## config.mk

```make
export PLATFORM = sky130hd
export DESIGN_NAME = h264_luma_deblock_edge_top
export DESIGN_NICKNAME = d
export VERILOG_FILES = /design/src/sv/dbf_pkg.sv /design/src/sv/dbf_filter.sv /design/src/sv/h264_luma_deblock_edge_top.sv
export SDC_FILE = /design/constraint.sdc
export NUM_CORES = 1
export LEC_CHECK = 0
export ABC_AREA = 0
export BUFFER_PORTS_ARGS = -buffer_cell sky130_fd_sc_hd__buf_2
export CAP_MARGIN = 20
export CELL_PAD_IN_SITES_DETAIL_PLACEMENT = 0
export CELL_PAD_IN_SITES_GLOBAL_PLACEMENT = 1
export CORE_MARGIN = 5
export CORE_UTILIZATION = 45
export DETAILED_ROUTE_END_ITERATION = 7
export PLACE_DENSITY = 0.76
export RECOVER_POWER = 50
export SLEW_MARGIN = 30
export SYNTH_ARGS = -nofsm -noshare
export SYNTH_HDL_FRONTEND = slang
export SYNTH_SLANG_ARGS = --single-unit
```

## constraint.sdc

```tcl
create_clock -name clk -period 11.2 [get_ports clk]
set_input_delay 0.56 -clock clk [delete_from_list [all_inputs] [get_ports clk]]
set_output_delay 0.56 -clock clk [all_outputs]
set_load 0.005 [all_outputs]
```

## src/sv/dbf_pkg.sv

```systemverilog
// Shared types and helper functions for the luma deblocking edge filter.
// Used by dbf_filter and h264_luma_deblock_edge_top. No dependencies.
`timescale 1ns / 1ps
`default_nettype none

package dbf_pkg;

	// Width of the signed working values inside the filter datapath.
	localparam int unsigned WorkW = 12;

	// Boundary strength that selects the strong filter; above it behaves the same.
	localparam logic [2:0] BsStrong = 3'd4;
	localparam logic [2:0] BsNone   = 3'd0;

	typedef logic signed [WorkW-1:0] work_t;

	// One input beat: one pixel column across the edge plus filter controls.
	typedef struct packed {
		logic [7:0] p3_in;
		logic [7:0] p2_in;
		logic [7:0] p1_in;
		logic [7:0] p0_in;
		logic [7:0] q0_in;
		logic [7:0] q1_in;
		logic [7:0] q2_in;
		logic [7:0] q3_in;
		logic [2:0] strength;
		logic [7:0] alpha;
		logic [7:0] beta;
		logic [4:0] tc_base;
	} dbf_in_t;

	// One result beat: the six samples that may change and the filter flag.
	typedef struct packed {
		logic [7:0] p2_out;
		logic [7:0] p1_out;
		logic [7:0] p0_out;
		logic [7:0] q0_out;
		logic [7:0] q1_out;
		logic [7:0] q2_out;
		logic       filtered;
	} dbf_out_t;

	// Zero-extends an 8-bit sample into the signed working width.
	function automatic work_t widen(input logic [7:0] v);
		return work_t'({{(WorkW-8){1'b0}}, v});
	endfunction

	// Absolute value of a working value.
	function automatic work_t abs_w(input work_t x);
		return (x < 0) ? -x : x;
	endfunction

	// Symmetric clip of x to the range -lim..lim.
	function automatic work_t clip_sym(input work_t x, input logic [5:0] lim);
		work_t hi;
		work_t lo;
		hi = work_t'({{(WorkW-6){1'b0}}, lim});
		lo = -hi;
		if (x < lo) begin
			return lo;
		end else if (x > hi) begin
			return hi;
		end
		return x;
	endfunction

	// Saturates a working value to the 8-bit sample range.
	function automatic logic [7:0] sat_pix(input work_t x);
		if (x < 0) begin
			return 8'd0;
		end else if (x > work_t'(255)) begin
			return 8'd255;
		end
		return x[7:0];
	endfunction

endpackage

`default_nettype wire

```

## src/sv/dbf_filter.sv

```systemverilog
// Combinational edge test, normal filter and strong filter for one column.
// Depends on dbf_pkg for the beat types and arithmetic helpers.
`timescale 1ns / 1ps
`default_nettype none

module dbf_filter (
	input  wire dbf_pkg::dbf_in_t  column,
	output dbf_pkg::dbf_out_t      result
);

	dbf_pkg::work_t p3, p2, p1, p0, q0, q1, q2, q3;
	dbf_pkg::work_t alpha_w, beta_w;
	logic           on, ap, aq, sm;
	logic [5:0]     tc0, tc;

	// Normal filter terms.
	dbf_pkg::work_t avg, dp1, dq1, dsum, delta;
	logic [7:0]     n_p1, n_q1, n_p0, n_q0;

	// Strong filter terms.
	dbf_pkg::work_t tp, tq, sp0, sp1, sp2, sq0, sq1, sq2, wp0, wq0;

	assign p3 = dbf_pkg::widen(column.p3_in);
	assign p2 = dbf_pkg::widen(column.p2_in);
	assign p1 = dbf_pkg::widen(column.p1_in);
	assign p0 = dbf_pkg::widen(column.p0_in);
	assign q0 = dbf_pkg::widen(column.q0_in);
	assign q1 = dbf_pkg::widen(column.q1_in);
	assign q2 = dbf_pkg::widen(column.q2_in);
	assign q3 = dbf_pkg::widen(column.q3_in);
	assign alpha_w = dbf_pkg::widen(column.alpha);
	assign beta_w  = dbf_pkg::widen(column.beta);

	// Edge test and side smoothness flags.
	assign on = (column.strength != dbf_pkg::BsNone) &&
		(dbf_pkg::abs_w(p0 - q0) < alpha_w) &&
		(dbf_pkg::abs_w(p1 - p0) < beta_w) &&
		(dbf_pkg::abs_w(q1 - q0) < beta_w);
	assign ap = dbf_pkg::abs_w(p2 - p0) < beta_w;
	assign aq = dbf_pkg::abs_w(q2 - q0) < beta_w;
	assign sm = dbf_pkg::abs_w(p0 - q0) < ((alpha_w >>> 2) + 12'sd2);

	// Normal filter: tc grows by one for each smooth side.
	assign tc0 = {1'b0, column.tc_base};
	assign tc  = tc0 + {5'd0, ap} + {5'd0, aq};
	assign avg = (p0 + q0 + 12'sd1) >>> 1;
	assign dp1 = (p2 + avg - (p1 <<< 1)) >>> 1;
	assign dq1 = (q2 + avg - (q1 <<< 1)) >>> 1;
	assign n_p1 = ap ? 8'(p1 + dbf_pkg::clip_sym(dp1, tc0)) : column.p1_in;
	assign n_q1 = aq ? 8'(q1 + dbf_pkg::clip_sym(dq1, tc0)) : column.q1_in;
	assign dsum  = (((q0 - p0) <<< 2) + (p1 - q1) + 12'sd4) >>> 3;
	assign delta = dbf_pkg::clip_sym(dsum, tc);
	assign n_p0  = dbf_pkg::sat_pix(p0 + delta);
	assign n_q0  = dbf_pkg::sat_pix(q0 - delta);

	// Strong filter: full smoothing where the side is flat, else a 3-tap average.
	assign tp  = p1 + p0 + q0;
	assign tq  = p0 + q0 + q1;
	assign sp0 = (p2 + (tp <<< 1) + q1 + 12'sd4) >>> 3;
	assign sp1 = (p2 + tp + 12'sd2) >>> 2;
	assign sp2 = ((p3 <<< 1) + (p2 <<< 1) + p2 + tp + 12'sd4) >>> 3;
	assign sq0 = (p1 + (tq <<< 1) + q2 + 12'sd4) >>> 3;
	assign sq1 = (tq + q2 + 12'sd2) >>> 2;
	assign sq2 = ((q3 <<< 1) + (q2 <<< 1) + q2 + tq + 12'sd4) >>> 3;
	assign wp0 = ((p1 <<< 1) + p0 + q1 + 12'sd2) >>> 2;
	assign wq0 = ((q1 <<< 1) + q0 + p1 + 12'sd2) >>> 2;

	// Select the outcome for this column.
	always_comb begin
		result.p2_out   = column.p2_in;
		result.p1_out   = column.p1_in;
		result.p0_out   = column.p0_in;
		result.q0_out   = column.q0_in;
		result.q1_out   = column.q1_in;
		result.q2_out   = column.q2_in;
		result.filtered = on;
		if (on) begin
			if (column.strength < dbf_pkg::BsStrong) begin
				result.p1_out = n_p1;
				result.q1_out = n_q1;
				result.p0_out = n_p0;
				result.q0_out = n_q0;
			end else begin
				if (sm && ap) begin
					result.p0_out = sp0[7:0];
					result.p1_out = sp1[7:0];
					result.p2_out = sp2[7:0];
				end else begin
					result.p0_out = wp0[7:0];
				end
				if (sm && aq) begin
					result.q0_out = sq0[7:0];
					result.q1_out = sq1[7:0];
					result.q2_out = sq2[7:0];
				end else begin
					result.q0_out = wq0[7:0];
				end
			end
		end
	end

endmodule

`default_nettype wire

```

## src/sv/h264_luma_deblock_edge_top.sv

```systemverilog
// Luma deblocking edge filter: one pixel column across a block edge per clock.
// A column is captured in the input register, filtered combinationally, and
// driven on the result ports with done high from the result register.
// Throughput: one column per cycle; busy is always low and the result has no stall.
// Reset (arst_n low, asynchronous) clears both valid flags; payload is not reset.
// Depends on dbf_pkg and dbf_filter.
`timescale 1ns / 1ps
`default_nettype none

module h264_luma_deblock_edge_top (
	input  wire                    clk,
	input  wire                    arst_n,
	input  wire                    start,
	output logic                   busy,
	input  wire dbf_pkg::dbf_in_t  column,
	output logic                   done,
	output dbf_pkg::dbf_out_t      result
);

	logic              valid_s1;
	logic              valid_s2;
	dbf_pkg::dbf_in_t  column_s1;
	dbf_pkg::dbf_out_t result_s2;
	dbf_pkg::dbf_out_t filt;

	// The datapath takes a new beat every cycle.
	assign busy = 1'b0;

	// Input register.
	always_ff @(posedge clk or negedge arst_n) begin
		if (!arst_n) begin
			valid_s1 <= 1'b0;
		end else begin
			valid_s1 <= start;
		end
	end

	always_ff @(posedge clk) begin
		if (start) begin
			column_s1 <= column;
		end
	end

	dbf_filter u_filter (
		.column (column_s1),
		.result (filt)
	);

	// Result register.
	always_ff @(posedge clk or negedge arst_n) begin
		if (!arst_n) begin
			valid_s2 <= 1'b0;
		end else begin
			valid_s2 <= valid_s1;
		end
	end

	always_ff @(posedge clk) begin
		if (valid_s1) begin
			result_s2 <= filt;
		end
	end

	assign done   = valid_s2;
	assign result = result_s2;

endmodule

`default_nettype wire

```

==> results <==
- On the critical path the largest part of the delay comes from compound AO/OA/AOI/OAI gates.
- The worst path needs a little over 10000 ps of the cycle, external delays included.
- The portion of the post-synthesis area used by sequential elements is a little over a fifth.
- The critical path capture point type is a flop.
- The routed wirelength normalized by instance count is about 22 um.
- The worst setup path is of the reg -> reg kind.
- The routed design has approximately 65000 um of wire.
- The peak per-stage delay on the critical path is ~570 ps.
- Counting flops with a built-in enable in the synthesized netlist gives roughly 140.
- The core region is approximately 44000 um^2.
- The count of different cell masters after synthesis is 96.
- The number of buffer and inverter stages on the critical path is 4.
- Setup repair after global routing left no endpoint under its margin.
- After the last flow step, the layout net total stands at roughly 2800.
- The first global-routing pass estimated 98550 um of wire.
- The longest clock path from root to sink contains 2 buffers.
- By area the synthesized netlist is led by sky130_fd_sc_hd__ha_1 (23%), sky130_fd_sc_hd__edfxtp_1 (21%), sky130_fd_sc_hd__fa_1 (9.0%).
- Summing every instance area after synthesis gives between 15000 and 20000 um^2.
- The mean cell area of the mapped netlist is about 9.4 um^2.
- The total iterations of the first detailed-routing run is 6.
- The data required time of the critical path is between 10000 and 15000 ps.
- The register-to-register setup slack is around 940 ps.
- The CTS buffer count is 17.
- For hold timing, the worst endpoint is column_s1[67].
- The routed via count divided by cell count is roughly 5.9.
- The cell count after placement is between 2000 and 3000.
- The critical-path maximum fanout is 22.
- The number of failing setup endpoints in the final timing report is 0.
- The static leakage is around 10 nW.
- The global-route usage over all layers is approximately 27%.
- Routability-driven placement finished with a final weighted congestion of between 0.9 and 1.
- Summing all multi-input logic gate instances after layout gives ~15000 um^2.
- The count of routing violations after the opening detailed-route iteration is around 1200.
- The class of the most critical hold timing path is in -> reg.
- The most prevalent standard cell on the critical path is sky130_fd_sc_hd__ha_1.
- The finished layout holds about 2900 standard cells, fillers aside.
- TritonCTS built the clock tree.
- The number of antenna diodes in the final layout is 0.
- Entering global routing, the biggest net connects 64 pins.
- Headroom to the max-slew limit came out at -78.97%.
- The power density normalized to cell area is roughly 350 nW/um^2.
- The cell count after synthesis is 2121.
- The initial antenna violation count is 0.
- The startpoint of the worst register-to-register path is column_s1[32].
- The count of maximum capacitance violations is 2.
- The clock sink count is between 100 and 150.
- The die covers just under 50000 um^2.
- The initial utilization of the core area, before any placement, comes to 45.14%.
- In this run the biggest area consumer among cell types represents 22.90% of the synthesized area.
- The total vias in the final route is 16830.
- Fill cells in the final layout number 4198.
- The post-synthesis register bit count is approximately 140.
- By count the netlist is led by sky130_fd_sc_hd__ha_1 (363), sky130_fd_sc_hd__inv_1 (227), sky130_fd_sc_hd__a21oi_1 (140), sky130_fd_sc_hd__edfxtp_1 (137), sky130_fd_sc_hd__nor2_1 (129).
- The number of global-route vias before repair is between 15000 and 20000.
- The sequential cell area is between 4000 and 5000 um^2.
- The endpoint of the worst register-to-register path is result[24].
- On the critical path, the stage with the largest delay is an instance of sky130_fd_sc_hd__edfxtp_1.
- The die is about 220 um tall.
- The floorplan has 77 rows.
- The launching element type of the critical path is a flop.
- The final reports fail on max-capacitance violations, max-slew violations.
- Detailed placement ended at an HPWL of approximately 53000 um.
- The number of hold violations in the final report came to 0.
- The pin slew with the least headroom to its limit is 2684 ps.
- The ratio of final minimum period to clock period is 91.60%.
- In the post-route analysis, the smallest setup slack over all paths is around 940 ps.
- For the worst flop-to-flop path, the logic depth is 39.
- Counting every net in the synthesized netlist gives ~2700.
- In this run the clock root is driven by a sky130_fd_sc_hd__clkbuf_16.
- Port buffering added 140 buffers.
- The top flip-flop cell by instance count after synthesis is sky130_fd_sc_hd__edfxtp_1.
- The clock network latency to the later pin of the worst-skew pair is 510 ps.
- After detailed routing, the number of remaining DRC violations is 0.
- Across the VDD grid, the largest voltage drop is between 0.1 and 0.15 mV.
- The setup slack at placement is roughly 1000 ps.
- The remaining global-route overflow is 0.
- The share of cells above drive strength 1 is 9.764%.
- The number of slew-limit violations in the final report is 70.
- The startpoint of the lowest-slack hold path is column[67].
- The async set or reset register ratio after synthesis is ~1.4%.
- The fmax is ~97 MHz.
- The maximum clock skew at final layout is 20.46 ps.
- The total negative setup slack is 0 ps.
- The cell area after placement is about 21000 um^2.
- The largest area contributor in the netlist is sky130_fd_sc_hd__ha_1.
- The clock edge transition at the registers on the reported setup and hold paths is around 70 ps.
- The die width is ~220 um.
- During I/O placement, the number of pins put on the boundary was around 140.
- The H-tree was split into 4 levels.
- The total power is ~7.6 mW.
- The count of antenna-violating nets left after detailed routing is 0.
- The run finished, with violations left.
- The number of cells traversed by the worst hold path is 1.
- From synthesis to final layout, the design area changed by 10.07%.
- For the worst setup path, the data arrival time is between 10000 and 15000 ps.
- The Yosys step of the flow raised 0 warnings.
- In this run, post-CTS repair resized a total of 0 instances.
- By instance count, the leading cell after synthesis is sky130_fd_sc_hd__ha_1.
- The finished layout cell area is between 20000 and 25000 um^2.
==> worst reg2reg max path: cells and delay by family (launching register included) <==
family,cells,cell delay (ps)
fa+ha+maj,8,2400
compound gates,13,3000
buf+inv,4,960
xor+xnor,1,160
flops,1,570
simple gates,10,2220
mux,3,760
==> registers in the layout, summed over array words and instances, names as in the netlist <==
name       count
column_s1     88
done           1
result        49
valid_s1       1
==> cells by family after synthesis <==
| kind of cell | after synthesis | share of synthesized area (%) |
|---|---|---|
| AOI/OAI and AO/OA | 544 | 18.79 |
| and+or+nand+nor | 490 | 12.53 |
| adders and majority gates | 452 | 31.89 |
| buffers and inverters | 265 | 5.350 |
| xor gates and xnor gates | 192 | 8.479 |
| DFF | 139 | 21.00 |
| muxes | 38 | 1.950 |
| other | 1 | 0.01891 |
==> worst max path at each step <==
stage                   from         end  slack [ps]  cells after the start
2_1_floorplan  column_s1[50]  result[29]        2450                     39
3_3_place_gp   column_s1[33]  result[18]        1300                     39
3_5_place_dp   column_s1[33]  result[26]        1030                     38
4_1_cts        column_s1[33]  result[26]        1000                     38
5_1_grt        column_s1[33]  result[24]          40                     38
6_report       column_s1[32]  result[24]         940                     39
==> layout make-up <==
| cell class | count | area share, % |
|---|---|---|
| clock buffers | 17 | 1.949 |
| inverters | 232 | 3.989 |
| multi-input cells | 1717 | 66.94 |
| well taps | 592 | 3.393 |
| clock inverters | 15 | 0.7452 |
| flip-flops and latches | 139 | 19.08 |
| repair buffers | 164 | 3.909 |
==> layout by cell type, fill, tap and decap left out, types with 25 or more instances in the layout <==
cell / Yosys / routed
sky130_fd_sc_hd__o21a_1: 34 / 34
sky130_fd_sc_hd__xnor2_1: 126 / 126
sky130_fd_sc_hd__mux2i_1: 33 / 33
sky130_fd_sc_hd__edfxtp_1: 137 / 137
sky130_fd_sc_hd__o21bai_1: 25 / 25
sky130_fd_sc_hd__o211ai_1: 25 / 25
sky130_fd_sc_hd__nor2b_1: 35 / 35
sky130_fd_sc_hd__nor2_1: 129 / 129
sky130_fd_sc_hd__inv_1: 227 / 227
sky130_fd_sc_hd__xor2_1: 66 / 66
sky130_fd_sc_hd__fa_1: 89 / 89
sky130_fd_sc_hd__nand2_1: 97 / 97
sky130_fd_sc_hd__ha_1: 363 / 363
sky130_fd_sc_hd__nor3_1: 42 / 42
sky130_fd_sc_hd__o21ai_0: 89 / 88
sky130_fd_sc_hd__buf_2: 8 / 119
sky130_fd_sc_hd__nand3_1: 47 / 47
sky130_fd_sc_hd__a21oi_1: 140 / 139
sky130_fd_sc_hd__a21o_1: 53 / 53
==> per-layer routing <==
| layer | GRT usage (%) | part of all wire (%) | wire (um) |
|---|---|---|---|
| met3 | 5.001 | 6.4 | 4124 |
| met4 | 11.38 | 4.3 | 2766 |
| met2 | 43.70 | 45 | 29220 |
| met1 | 35.81 | 44 | 28510 |
| met5 | 0 | 0 | 0 |
==> metrics by stage <==
| step | hold WS [ps] | util [%] |
|---|---|---|
| floorplan | 264.4 | - |
| global placement | 344.1 | 48.39 |
| detailed placement | 353.6 | 48.39 |
| CTS | 194.6 | 49.75 |
| global route | 212.7 | 49.69 |
| finish | 238.0 | 49.69 |
==> power by group <==
part           internal [mW]  switching (mW)  total, mW
Sequential             0.688          0.0880      0.776
Clock                  0.330           0.260      0.590
Combinational           2.60            3.68       6.28
==> repair_timing <==
item,4_1_cts,5_1_grt
endpoints found under the setup margin,0,3
endpoints found under the hold margin,2,0
buffers inserted,0,1
hold buffers,1,0
Power figures use the tool's default switching activity.
